**config.mk**
```make
export PLATFORM = sky130hd
export DESIGN_NAME = serial_line_assembler_with_echo_flat
export DESIGN_NICKNAME = d
export VERILOG_FILES = /design/src/rtl/sla_pkg.sv /design/src/rtl/sla_if.sv /design/src/rtl/serial_line_assembler_with_echo.sv /design/src/flat_wrapper.sv
export SDC_FILE = /design/constraint.sdc
export NUM_CORES = 2
export LEC_CHECK = 0
export BUFFER_PORTS_ARGS = -buffer_cell sky130_fd_sc_hd__buf_4
export CAP_MARGIN = 20
export CORE_MARGIN = 4
export CORE_UTILIZATION = 45
export CTS_BUF_LIST = sky130_fd_sc_hd__clkbuf_4 sky130_fd_sc_hd__clkbuf_8
export CTS_CLUSTER_SIZE = 30
export DETAILED_ROUTE_END_ITERATION = 12
export PLACE_DENSITY = 0.58
export SLEW_MARGIN = 20
export SYNTH_ARGS = -nofsm -noshare
export SYNTH_HDL_FRONTEND = slang
export SYNTH_SLANG_ARGS = --single-unit
```
**constraint.sdc**
```tcl
create_clock -name clock -period 20.4 [get_ports clock]
set_clock_uncertainty 0.15 [all_clocks]
set_input_delay 3.06 -clock clock [delete_from_list [all_inputs] [get_ports clock]]
set_output_delay 3.06 -clock clock [all_outputs]
set_load 0.02 [all_outputs]
```
**src/rtl/sla_pkg.sv**
```systemverilog
// Package with the shared constants, codes and types of the serial line assembler.
`timescale 1ns / 1ps
package sla_pkg;

   localparam int MAX_DEPTH = 256;
   localparam int ADDR_W    = $clog2(MAX_DEPTH);
   localparam int LEN_W     = 9;
   localparam int CAP_W     = 9;
   localparam int IDX_W     = 2;

   localparam logic [7:0] CH_BS    = 8'h08;
   localparam logic [7:0] CH_DEL   = 8'h7f;
   localparam logic [7:0] CH_BRACE = 8'h7b;
   localparam logic [7:0] CH_CR    = 8'h0d;
   localparam logic [7:0] CH_NUL   = 8'h00;
   localparam logic [7:0] CH_LF    = 8'h0a;

   localparam logic [CAP_W-1:0] CAP_RESET = CAP_W'(MAX_DEPTH);

   typedef enum logic [1:0] {
      OP_RECEIVE = 2'd0,
      OP_CLEAR   = 2'd1,
      OP_READ    = 2'd2
   } opcode_type;

   typedef enum logic [IDX_W-1:0] {
      CSR_CAPACITY    = 2'd0,
      CSR_ECHO_ENABLE = 2'd1
   } csr_index_type;

   typedef enum logic [1:0] {
      ST_EMPTY    = 2'd0,
      ST_PARTIAL  = 2'd1,
      ST_READY    = 2'd2,
      ST_OVERFLOW = 2'd3
   } status_type;

   // Result of one request, carried from the decode stage to the output register.
   typedef struct packed {
      logic             echo_valid;
      logic [7:0]       echo_byte;
      logic             accepted;
      logic             rd_hit;
      status_type       status;
      logic [LEN_W-1:0] length;
      logic             dual;
   } rsp_info_type;

endpackage

```
**src/rtl/sla_if.sv**
```systemverilog
// Handshake channel interfaces for requests, results and register writes.
`timescale 1ns / 1ps
interface sla_req_if;
   logic       valid;
   logic       ready;
   logic [1:0] opcode;
   logic [7:0] rx_byte;
   logic [7:0] read_index;

   modport source (output valid, opcode, rx_byte, read_index, input ready);
   modport sink (input valid, opcode, rx_byte, read_index, output ready);
endinterface

interface sla_rsp_if;
   logic       valid;
   logic       ready;
   logic       echo_valid;
   logic [7:0] echo_byte;
   logic       accepted;
   logic [7:0] read_data;
   logic [1:0] status;
   logic [8:0] length;
   logic       last;

   modport source (output valid, echo_valid, echo_byte, accepted, read_data, status,
                   length, last, input ready);
   modport sink (input valid, echo_valid, echo_byte, accepted, read_data, status,
                 length, last, output ready);
endinterface

interface sla_csr_if;
   logic       valid;
   logic       ready;
   logic [1:0] index;
   logic [8:0] data;

   modport source (output valid, index, data, input ready);
   modport sink (input valid, index, data, output ready);
endinterface

```
**src/rtl/serial_line_assembler_with_echo.sv**
```systemverilog
// Top level: line assembly with backspace, echo and a line store in one memory.
// A result passes the decode register, then the output register, which holds it until
// it is taken and so sets the rate: one request per cycle while results are taken.
// A backspace with echo occupies the output for a backspace and then a delete.
// Reset clears fill level, flags, the pipeline and sets capacity 256, echo off.
// The line store is not cleared at reset; entries read back only once written.
`timescale 1ns / 1ps
module serial_line_assembler_with_echo (
   input logic      clock,
   input logic      reset,
   sla_req_if.sink  req_if,
   sla_rsp_if.source rsp_if,
   sla_csr_if.sink  csr_if
);
   import sla_pkg::*;

   logic [7:0]       store_mem [MAX_DEPTH];
   logic [7:0]       mem_q_ff;

   logic [CAP_W-1:0] capacity_ff;
   logic             echo_en_ff;

   logic [LEN_W-1:0] fill_ff, fill_in;
   logic             ready_ff, ready_in;
   logic             ovf_ff, ovf_in;
   logic             echo_act_ff, echo_act_in;
   logic             lf_pend_ff, lf_pend_in;

   logic             s1_valid_ff;
   rsp_info_type     s1_ff, s1_in;

   logic             out_valid_ff;
   logic             out_last_ff;
   rsp_info_type     out_ff;
   logic [7:0]       out_rdata_ff;

   logic             req_accept, out_free, s1_move;
   logic [LEN_W-1:0] cap_eff;
   logic             wr_en;
   logic [ADDR_W-1:0] wr_addr;
   logic [7:0]       wr_data;
   logic [7:0]       rx;
   logic             ea;

   assign csr_if.ready = 1'b1;

   always_ff @(posedge clock) begin
      if (reset) begin
         capacity_ff <= CAP_RESET;
         echo_en_ff  <= 1'b0;
      end else if (csr_if.valid) begin
         unique case (csr_index_type'(csr_if.index))
            CSR_CAPACITY:    capacity_ff <= csr_if.data;
            CSR_ECHO_ENABLE: echo_en_ff  <= csr_if.data[0];
            default: ;
         endcase
      end
   end

   always_comb begin
      if (capacity_ff == '0) begin
         cap_eff = LEN_W'(1);
      end else if (capacity_ff > CAP_W'(MAX_DEPTH)) begin
         cap_eff = LEN_W'(MAX_DEPTH);
      end else begin
         cap_eff = capacity_ff;
      end
   end

   // Flow control: the output register frees once its final result is taken.
   assign out_free      = !out_valid_ff || (rsp_if.ready && out_last_ff);
   assign s1_move       = s1_valid_ff && out_free;
   assign req_if.ready  = !s1_valid_ff || out_free;
   assign req_accept    = req_if.valid && req_if.ready;
   assign rx            = req_if.rx_byte;

   // Decode of one request against the current line state.
   always_comb begin
      fill_in     = fill_ff;
      ready_in    = ready_ff;
      ovf_in      = ovf_ff;
      echo_act_in = echo_act_ff;
      lf_pend_in  = lf_pend_ff;
      wr_en       = 1'b0;
      wr_addr     = fill_ff[ADDR_W-1:0];
      wr_data     = rx;
      ea          = echo_act_ff;
      s1_in       = '0;
      s1_in.status = ST_EMPTY;

      unique case (opcode_type'(req_if.opcode))
         OP_CLEAR: begin
            fill_in  = '0;
            ready_in = 1'b0;
            ovf_in   = 1'b0;
            wr_en    = 1'b1;
            wr_addr  = '0;
            wr_data  = 8'h00;
         end
         OP_READ: begin
            s1_in.rd_hit = {1'b0, req_if.read_index} < fill_ff;
         end
         OP_RECEIVE: begin
            lf_pend_in = 1'b0;
            priority if (lf_pend_ff && rx == CH_LF) begin
               // A line feed right after a carriage return is swallowed.
               s1_in.accepted   = 1'b1;
               s1_in.echo_valid = echo_act_ff;
               s1_in.echo_byte  = echo_act_ff ? rx : 8'h00;
            end else if (ready_ff || ovf_ff) begin
               s1_in.accepted = 1'b0;
            end else if (fill_ff >= cap_eff) begin
               // Capacity was lowered to or below the fill level.
               fill_in = cap_eff;
               ovf_in  = 1'b1;
               wr_en   = 1'b1;
               wr_addr = ADDR_W'(cap_eff - LEN_W'(1));
               wr_data = 8'h00;
            end else begin
               if (fill_ff == '0) begin
                  ea = echo_en_ff && (rx != CH_BRACE);
               end
               echo_act_in    = ea;
               s1_in.accepted = 1'b1;
               priority if (rx == CH_BS) begin
                  if (fill_ff != '0) begin
                     fill_in          = fill_ff - LEN_W'(1);
                     s1_in.echo_valid = ea;
                     s1_in.echo_byte  = ea ? CH_BS : 8'h00;
                     s1_in.dual       = ea;
                  end
               end else if (rx == CH_CR || rx == CH_NUL) begin
                  ready_in         = 1'b1;
                  lf_pend_in       = (rx == CH_CR);
                  wr_en            = 1'b1;
                  wr_data          = 8'h00;
                  fill_in          = fill_ff + LEN_W'(1);
                  s1_in.echo_valid = ea;
                  s1_in.echo_byte  = ea ? rx : 8'h00;
               end else begin
                  wr_en   = 1'b1;
                  fill_in = fill_ff + LEN_W'(1);
                  // The last free position always keeps the terminating zero.
                  if (fill_in >= cap_eff) begin
                     wr_data = 8'h00;
                     ovf_in  = 1'b1;
                  end
                  s1_in.echo_valid = ea;
                  s1_in.echo_byte  = ea ? rx : 8'h00;
               end
            end
         end
         default: ;
      endcase

      s1_in.length = fill_in;
      priority if (ready_in) begin
         s1_in.status = ST_READY;
      end else if (ovf_in) begin
         s1_in.status = ST_OVERFLOW;
      end else if (fill_in == '0) begin
         s1_in.status = ST_EMPTY;
      end else begin
         s1_in.status = ST_PARTIAL;
      end
   end

   always_ff @(posedge clock) begin
      if (req_accept && wr_en) begin
         store_mem[wr_addr] <= wr_data;
      end
      if (req_accept) begin
         mem_q_ff <= store_mem[ADDR_W'(req_if.read_index)];
      end
   end

   always_ff @(posedge clock) begin
      if (reset) begin
         fill_ff     <= '0;
         ready_ff    <= 1'b0;
         ovf_ff      <= 1'b0;
         echo_act_ff <= 1'b0;
         lf_pend_ff  <= 1'b0;
      end else if (req_accept) begin
         fill_ff     <= fill_in;
         ready_ff    <= ready_in;
         ovf_ff      <= ovf_in;
         echo_act_ff <= echo_act_in;
         lf_pend_ff  <= lf_pend_in;
      end
   end

   always_ff @(posedge clock) begin
      if (reset) begin
         s1_valid_ff <= 1'b0;
      end else if (req_accept) begin
         s1_valid_ff <= 1'b1;
      end else if (s1_move) begin
         s1_valid_ff <= 1'b0;
      end
      if (req_accept) begin
         s1_ff <= s1_in;
      end
   end

   always_ff @(posedge clock) begin
      if (reset) begin
         out_valid_ff <= 1'b0;
         out_last_ff  <= 1'b1;
      end else if (s1_move) begin
         out_valid_ff <= 1'b1;
         out_last_ff  <= !s1_ff.dual;
      end else if (rsp_if.ready && out_valid_ff) begin
         // The first half of a backspace echo is followed by a delete.
         out_valid_ff <= !out_last_ff;
         out_last_ff  <= 1'b1;
      end
      if (s1_move) begin
         out_ff       <= s1_ff;
         out_rdata_ff <= s1_ff.rd_hit ? mem_q_ff : 8'h00;
      end else if (rsp_if.ready && out_valid_ff && !out_last_ff) begin
         out_ff.echo_byte <= CH_DEL;
      end
   end

   assign rsp_if.valid      = out_valid_ff;
   assign rsp_if.echo_valid = out_ff.echo_valid;
   assign rsp_if.echo_byte  = out_ff.echo_byte;
   assign rsp_if.accepted   = out_ff.accepted;
   assign rsp_if.read_data  = out_rdata_ff;
   assign rsp_if.status     = out_ff.status;
   assign rsp_if.length     = out_ff.length;
   assign rsp_if.last       = out_last_ff;

   a_first_half_is_bs: assert property (@(posedge clock) disable iff (reset)
      out_valid_ff && !out_last_ff |-> out_ff.echo_byte == CH_BS)
      else $error("first half of a backspace echo is not a backspace");

   a_echo_needs_accept: assert property (@(posedge clock) disable iff (reset)
      rsp_if.valid && rsp_if.echo_valid |-> rsp_if.accepted)
      else $error("echo on a rejected request");

   a_ready_nonempty: assert property (@(posedge clock) disable iff (reset)
      ready_ff |-> fill_ff != '0)
      else $error("message ready with an empty line");

   a_stall_means_busy: assert property (@(posedge clock) disable iff (reset)
      !req_if.ready |-> s1_valid_ff && out_valid_ff)
      else $error("requests stalled while the pipeline has room");

   a_dual_second_half: assert property (@(posedge clock) disable iff (reset)
      out_valid_ff && !out_last_ff && rsp_if.ready |=> out_valid_ff && out_last_ff
         && out_ff.echo_byte == CH_DEL)
      else $error("backspace echo lost its delete");

endmodule

```
**src/flat_wrapper.sv**
```systemverilog
// flat-port wrapper written by rule: the top's interface ports become plain ports
module serial_line_assembler_with_echo_flat import sla_pkg::*;
  (clock, reset, req_if_valid, req_if_opcode, req_if_rx_byte, req_if_read_index, req_if_ready, rsp_if_valid, rsp_if_echo_valid, rsp_if_echo_byte, rsp_if_accepted, rsp_if_read_data, rsp_if_status, rsp_if_length, rsp_if_last, rsp_if_ready, csr_if_valid, csr_if_index, csr_if_data, csr_if_ready);
  sla_req_if req_if_i ();
  sla_rsp_if rsp_if_i ();
  sla_csr_if csr_if_i ();
  input logic clock;
  input logic reset;
  input wire logic [$bits(req_if_i.valid)-1:0] req_if_valid;
  input wire logic [$bits(req_if_i.opcode)-1:0] req_if_opcode;
  input wire logic [$bits(req_if_i.rx_byte)-1:0] req_if_rx_byte;
  input wire logic [$bits(req_if_i.read_index)-1:0] req_if_read_index;
  output wire logic [$bits(req_if_i.ready)-1:0] req_if_ready;
  output wire logic [$bits(rsp_if_i.valid)-1:0] rsp_if_valid;
  output wire logic [$bits(rsp_if_i.echo_valid)-1:0] rsp_if_echo_valid;
  output wire logic [$bits(rsp_if_i.echo_byte)-1:0] rsp_if_echo_byte;
  output wire logic [$bits(rsp_if_i.accepted)-1:0] rsp_if_accepted;
  output wire logic [$bits(rsp_if_i.read_data)-1:0] rsp_if_read_data;
  output wire logic [$bits(rsp_if_i.status)-1:0] rsp_if_status;
  output wire logic [$bits(rsp_if_i.length)-1:0] rsp_if_length;
  output wire logic [$bits(rsp_if_i.last)-1:0] rsp_if_last;
  input wire logic [$bits(rsp_if_i.ready)-1:0] rsp_if_ready;
  input wire logic [$bits(csr_if_i.valid)-1:0] csr_if_valid;
  input wire logic [$bits(csr_if_i.index)-1:0] csr_if_index;
  input wire logic [$bits(csr_if_i.data)-1:0] csr_if_data;
  output wire logic [$bits(csr_if_i.ready)-1:0] csr_if_ready;
  assign req_if_i.valid = req_if_valid;
  assign req_if_i.opcode = req_if_opcode;
  assign req_if_i.rx_byte = req_if_rx_byte;
  assign req_if_i.read_index = req_if_read_index;
  assign req_if_ready = req_if_i.ready;
  assign rsp_if_valid = rsp_if_i.valid;
  assign rsp_if_echo_valid = rsp_if_i.echo_valid;
  assign rsp_if_echo_byte = rsp_if_i.echo_byte;
  assign rsp_if_accepted = rsp_if_i.accepted;
  assign rsp_if_read_data = rsp_if_i.read_data;
  assign rsp_if_status = rsp_if_i.status;
  assign rsp_if_length = rsp_if_i.length;
  assign rsp_if_last = rsp_if_i.last;
  assign rsp_if_i.ready = rsp_if_ready;
  assign csr_if_i.valid = csr_if_valid;
  assign csr_if_i.index = csr_if_index;
  assign csr_if_i.data = csr_if_data;
  assign csr_if_ready = csr_if_i.ready;
  serial_line_assembler_with_echo u_core (.clock(clock), .reset(reset), .req_if(req_if_i), .rsp_if(rsp_if_i), .csr_if(csr_if_i));
endmodule
```
Word-level counts from Yosys, hierarchy flattened
Memory sizes are Yosys's and may differ from the RTL's. A register that Yosys moved wholly into a read port is not among the register bits. Cells that the tools add are included.

Flip-flop bits (word level): 78. Memory bits (writable): 2048. Output and inout port bits: 33. Logic and storage cells: 145. Memories kept: 1.

Memory list: u_core.store_mem (depth 256, width 8, read ports 1, clocked after memory_dff 1, wr ports 1, RTL line serial_line_assembler_with_echo.sv:17) `logic [7:0] store_mem [MAX_DEPTH];`.

Add/sub/neg operators: 3. $lt $le $gt $ge: 4. Equality and inequality tests: 7. Mux-type cells: 68. Bitwise logic cells: 6. Reductions and logical operators: 32.

Operators with widths (count): $mux 8 (13); $mux 9 (10); $mux 1 (36); $pmux 8 s2 (2); $logic_not 9->1 (3); $eq 8x4->1 const B (3); $mux 10 (2); $ge 9x9->1 (2); $pmux 9 s2 (1); $add 9x1->9 const B (1); $gt 9x9->1 const B (1); $lt 8x9->1 (1); $reduce_bool 9->1 (1); $sub 9x1->9 const B (1); $logic_and 1x1->1 (8); $logic_not 8->1 (1); $ne 8x7->1 const B (1); $sub 8x1->8 const B (1); $not 1->1 (6); $pmux 1 s2 (3); $reduce_and 2->1 (3); $reduce_bool 2->1 (3); $reduce_or 6->1 (1); $reduce_and 5->1 (1); 7 further kinds (15).

Logic depth before layout (Yosys ltp)
Depth in word-level cells: 14. Mapped depth: 16. Mapped depth without buffers: 13.

Least setup slack after synthesis
No wires, ideal clock.

Path type: input-to-reg. Start point: input port req_if_rx_byte[4]. End point: memory u_core.store_mem[0][3] (data pin). Setup time: 2.187 ns. Arrival time: 13.932 ns. Required time: 18.063 ns. Path slack: 4.131 ns. Stages: 5. Buffers on the path: 0. Cells stage by stage: nor3_1 > nand4_2 > a211oi_1 > a21oi_1 > o21ai_0.

Longest elaborated chain between the ends: 8. Elaborated cells between the ends (all ways): 12. Classes of those cells: eq/ne (3); mux (6); reduce/logical (3).

RTL lines: start: declaration (RTL line flat_wrapper.sv:11) `input wire logic [$bits(req_if_i.rx_byte)-1:0] req_if_rx_byte;`; $eq 8x4->1 / $logic_not 8->1 (equally long branches) (RTL line serial_line_assembler_with_echo.sv:132) `end else if (rx == CH_CR || rx == CH_NUL) begin`; $logic_or 1x1->1 (RTL line serial_line_assembler_with_echo.sv:132); $mux 8 (RTL line serial_line_assembler_with_echo.sv:132); $mux 8 (RTL line serial_line_assembler_with_echo.sv:125) `priority if (rx == CH_BS) begin`; $mux 8 (RTL line serial_line_assembler_with_echo.sv:112) `end else if (fill_ff >= cap_eff) begin`; $mux 8 (RTL line serial_line_assembler_with_echo.sv:110) `end else if (ready_ff || ovf_ff) begin`; $mux 8 * (RTL line serial_line_assembler_with_echo.sv:105) `priority if (lf_pend_ff && rx == CH_LF) begin`; $pmux 8 s2 * (RTL line serial_line_assembler_with_echo.sv:91) `unique case (opcode_type'(req_if.opcode))`; named net u_core.wr_data[3] (RTL line serial_line_assembler_with_echo.sv:41) `logic [7:0] wr_data;`; end: declaration (RTL line serial_line_assembler_with_echo.sv:17).

The timed path passes the listed nets; every way through them passes the cells marked *.

==> implementation parameters <==
Parameter                              Value

GRT
  Initial antenna violation count    8
  Pin count of the biggest net entering global routing    256
  Via count of the first global-routing pass    ~41,000
  GRT Overall Usage    0.2129
  Global-route wire length before repair    about 300 mm
  Total overflow reported by the global router    0

STA
  Transition time of the tightest slew-check pin    ~1.2 ns
  Tightest slew margin relative to the limit    0.2226
  Setup-violating endpoint count in the final report    0
  Final Cycle Share    0.3898
  RSZ-0062 raised after global routing    no
  Final total negative setup slack    0 ns
  Hold violation count in the final report    0
  Pins Over Slew Limit    0
  Time the worst path needs with I/O delays and setup    7.953 ns
  Hold slack    0.2627 ns
  Timing-limited maximum frequency    approximately 130 MHz

Worst setup path
  Worst setup slack for register-to-register paths    roughly 14 ns
  Most prevalent standard cell on the critical path    buf_4
  Maximum fanout along the worst path    73
  Max stage delay on crit path    around 0.86 ns
  Sort of element at the start of the critical path    input pin
  Critical path endpoint    u_core.mem_q_ff[3]
  Worst flop-to-flop path endpoint    u_core.store_mem[19][3]
  Critical path class    in -> reg
  Launching element of the worst setup path    req_if_read_index[0]
  Slowest stage cell, crit path    buf_4
  Cell depth of the worst setup path    10
  Worst setup EP type    flip-flop
  Arrival time of data at the critical path endpoint    8.54 ns
  Crit-path leading delay family    buffers and inverters
  Series of cell instances along the critical path    buf_8 > buf_4 > buf_4 > buf_4 > mux4_2 > mux4_2 > a22oi_1 > nand2_1 > a22oi_1 > o221ai_1
  Endpoint required time on the critical path    about 21 ns
  Number of cell instances on the worst register-to-register path    16
  Worst reg2reg startpoint    u_core.fill_ff[1]
  Number of buffer and inverter stages on the critical path    4

Clock tree
  Insertion delay of the later-clocked pin in the worst-skew pair    roughly 1 ns
  Cts bufs inserted    359
  Clock Tree Buf Depth    4
  CTS tree    done
  Cts repair resizes    0
  # Post-CTS Setup Buffers    0
  Cell chosen for the clock root    clkbuf_8
  Cts hold-fix bufs    0
  CTS HTree Levels    5
  Sinks on Clock Net    roughly 2,100
  Clock transition at the register clock pins on the worst setup and hold paths after CTS    around 0.060 ns

Power
  Total power density per cell area    96.60 nW/µm²
  Worst VDD drop    49.27 µV
  Standby leakage power    just under 30 nW

Cells and area
  Share of post-route cells with drive strength above 1    0.3075
  Area growth, synth to finish    12.00%
  Most common library cell in the layout ignoring fill and taps    edfxtp_1
  Fin area    ~94,000 µm²
  Count of placed standard cells in the final layout, fillers left out    around 6,800
  Utilization after layout    0.5068
  Net total in the final layout    ~4,200
  Number of fill cells in the layout    about 15,000
  Most frequent cells in the layout    edfxtp_1 (2,108), mux4_2 (640), clkbuf_8 (365)

Synth
  Post-synthesis cell count    between 3,000 and 4,000
  Share of synthesized registers carrying an async set or reset    0
  Cell area after synthesis    around 84,000 µm²
  Number of enable-type register cells in the synthesized netlist    approximately 2,100
  Part of the Yosys area used for sequential elements    0.7613
  Leading cell types by total area after synthesis    edfxtp_1 (76%), mux4_2 (17%), nor2_1 (1.4%)
  Synthesized Nets    a little under 4,000
  Yosys top cell area share    0.7551
  Main synth FF type    edfxtp_1
  Number of distinct library cells after synthesis    between 70 and 80
  Cell type contributing the most total cell area after synthesis    edfxtp_1
  Flops & latches, synth    2,134
  Yosys warns    0
  Post-Syn Area per Cell    between 20 and 25 µm²

Floorplan
  Number of rows in the core area    about 160
  Count of boundary I/O pins    67
  Starting utilization of the core area    0.4525
  Die Area    approximately 190,000 µm²
  Total core area    about 190,000 µm²
  Die X    about 440 µm
  Vert. Die Dim    roughly 440 µm

Drt
  Iteration count of the initial detailed-routing pass    6
  Via density    5.913
  Number of DRC violations after detailed-routing iteration 0    4,583
  Average wire per cell in the routed design    30.06 µm
  Via count    just over 40,000
  Residual DRC count    0
  Number of nets with antenna violations after detailed routing    0
  Total detailed-routing wirelength    about 200 mm

Hold path
  Worst Hold Class    reg -> reg

Job
  Max-capacitance violation count    0

Placement
  GP Congestion    just over 0.8
  Count of input and output buffers    65
  Estimated wirelength of the detail-placed design    between 100 and 150 mm
  Instance area at placement    87,090 µm²
  Number of placed cells counting well taps    6,204

Outcome
  Run status    finished clean
-- power breakdown --
group	switching [W]	total, W	internal (W)
clock network	0.00167	0.00366	0.00199
logic	0.000340	0.000520	0.000180
registers	0.00000941	0.00489	0.00488
total	0.00202	0.00907	0.00705
-- routing by layer --
layer | up-vias | wire (µm) | global-route usage
li1 | 16650 | - | -
met1 | 21710 | 87680 | 0.3111
met2 | 1641 | 96580 | 0.3267
met3 | 345 | 15230 | 0.04274
met4 | 0 | 5586 | 0.06502
met5 | - | 0 | 0
-- final cells by class --
class | instances | area, µm² | share of cell area
antenna | 4 | 10.01 | 0.0001066
clock buffer | 467 | 5789 | 0.06166
clock inverter | 145 | 939.7 | 0.01001
inverter | 23 | 86.33 | 0.0009195
multi-input combinational | 1434 | 18980 | 0.2021
sequential | 2134 | 63820 | 0.6798
tap | 2480 | 3103 | 0.03305
timing repair buffer | 135 | 1159 | 0.01234
-- logic make-up after synthesis --
family                     Yosys count  synth area share
adders and majority gates           29          0.004329
AOI/OAI and AO/OA                  215           0.01931
buffers and inverters              250           0.01315
xor gates and xnor gates             9         0.0009404
and+or+nand+nor                    528           0.02749
other                                1        0.00004474
DFF                               2134            0.7613
muxes                              652            0.1734
-- registers in the layout, indices dropped and copies added (netlist names), 8 cells and up --
signal                   flops
u_core.store_mem          2048
u_core.s1_ff                23
u_core.capacity_ff           9
u_core.fill_ff               9
u_core.rsp_if.length         9
u_core.mem_q_ff              8
u_core.rsp_if.echo_byte      8
u_core.rsp_if.read_data      8
-- cells in the mapped netlist, drive strengths merged (25+ instances only) --
master / n
o21ai: 25
edfxtp: 2108
mux4: 640
nand2: 84
clkbuf: 109
a21oi: 34
buf: 118
a22oi: 41
ha: 29
dfxtp: 26
nor2: 316
and2: 27
-- worst min path at each step --
| stage | from | end | slack, ns | cells after the start |
|---|---|---|---|---|
| finish | u_core.s1_ff[2] | u_core.rsp_if.length[1] | 0.26 | 0 |
| global route | u_core.s1_ff[2] | u_core.rsp_if.length[1] | 0.27 | 0 |
| CTS | u_core.s1_ff[2] | u_core.rsp_if.length[1] | 0.26 | 0 |
| detailed placement | u_core.s1_ff[3] | u_core.rsp_if.length[2] | 0.26 | 0 |
| global placement | u_core.s1_ff[3] | u_core.rsp_if.length[2] | 0.25 | 0 |
| floorplan | u_core.s1_ff[13] | u_core.rsp_if.accepted | 0.25 | 0 |
-- per-stage QoR --
| stage | setup slack, ns | power (W) |
|---|---|---|
| floorplan | 4.131 | 0.005331 |
| global placement | 11.03 | 0.005503 |
| detailed placement | 11.03 | 0.005510 |
| CTS | 12.21 | 0.009159 |
| global route | 11.96 | 0.009401 |
| finish | 12.45 | 0.009070 |
Power figures use the tool's default switching activity.
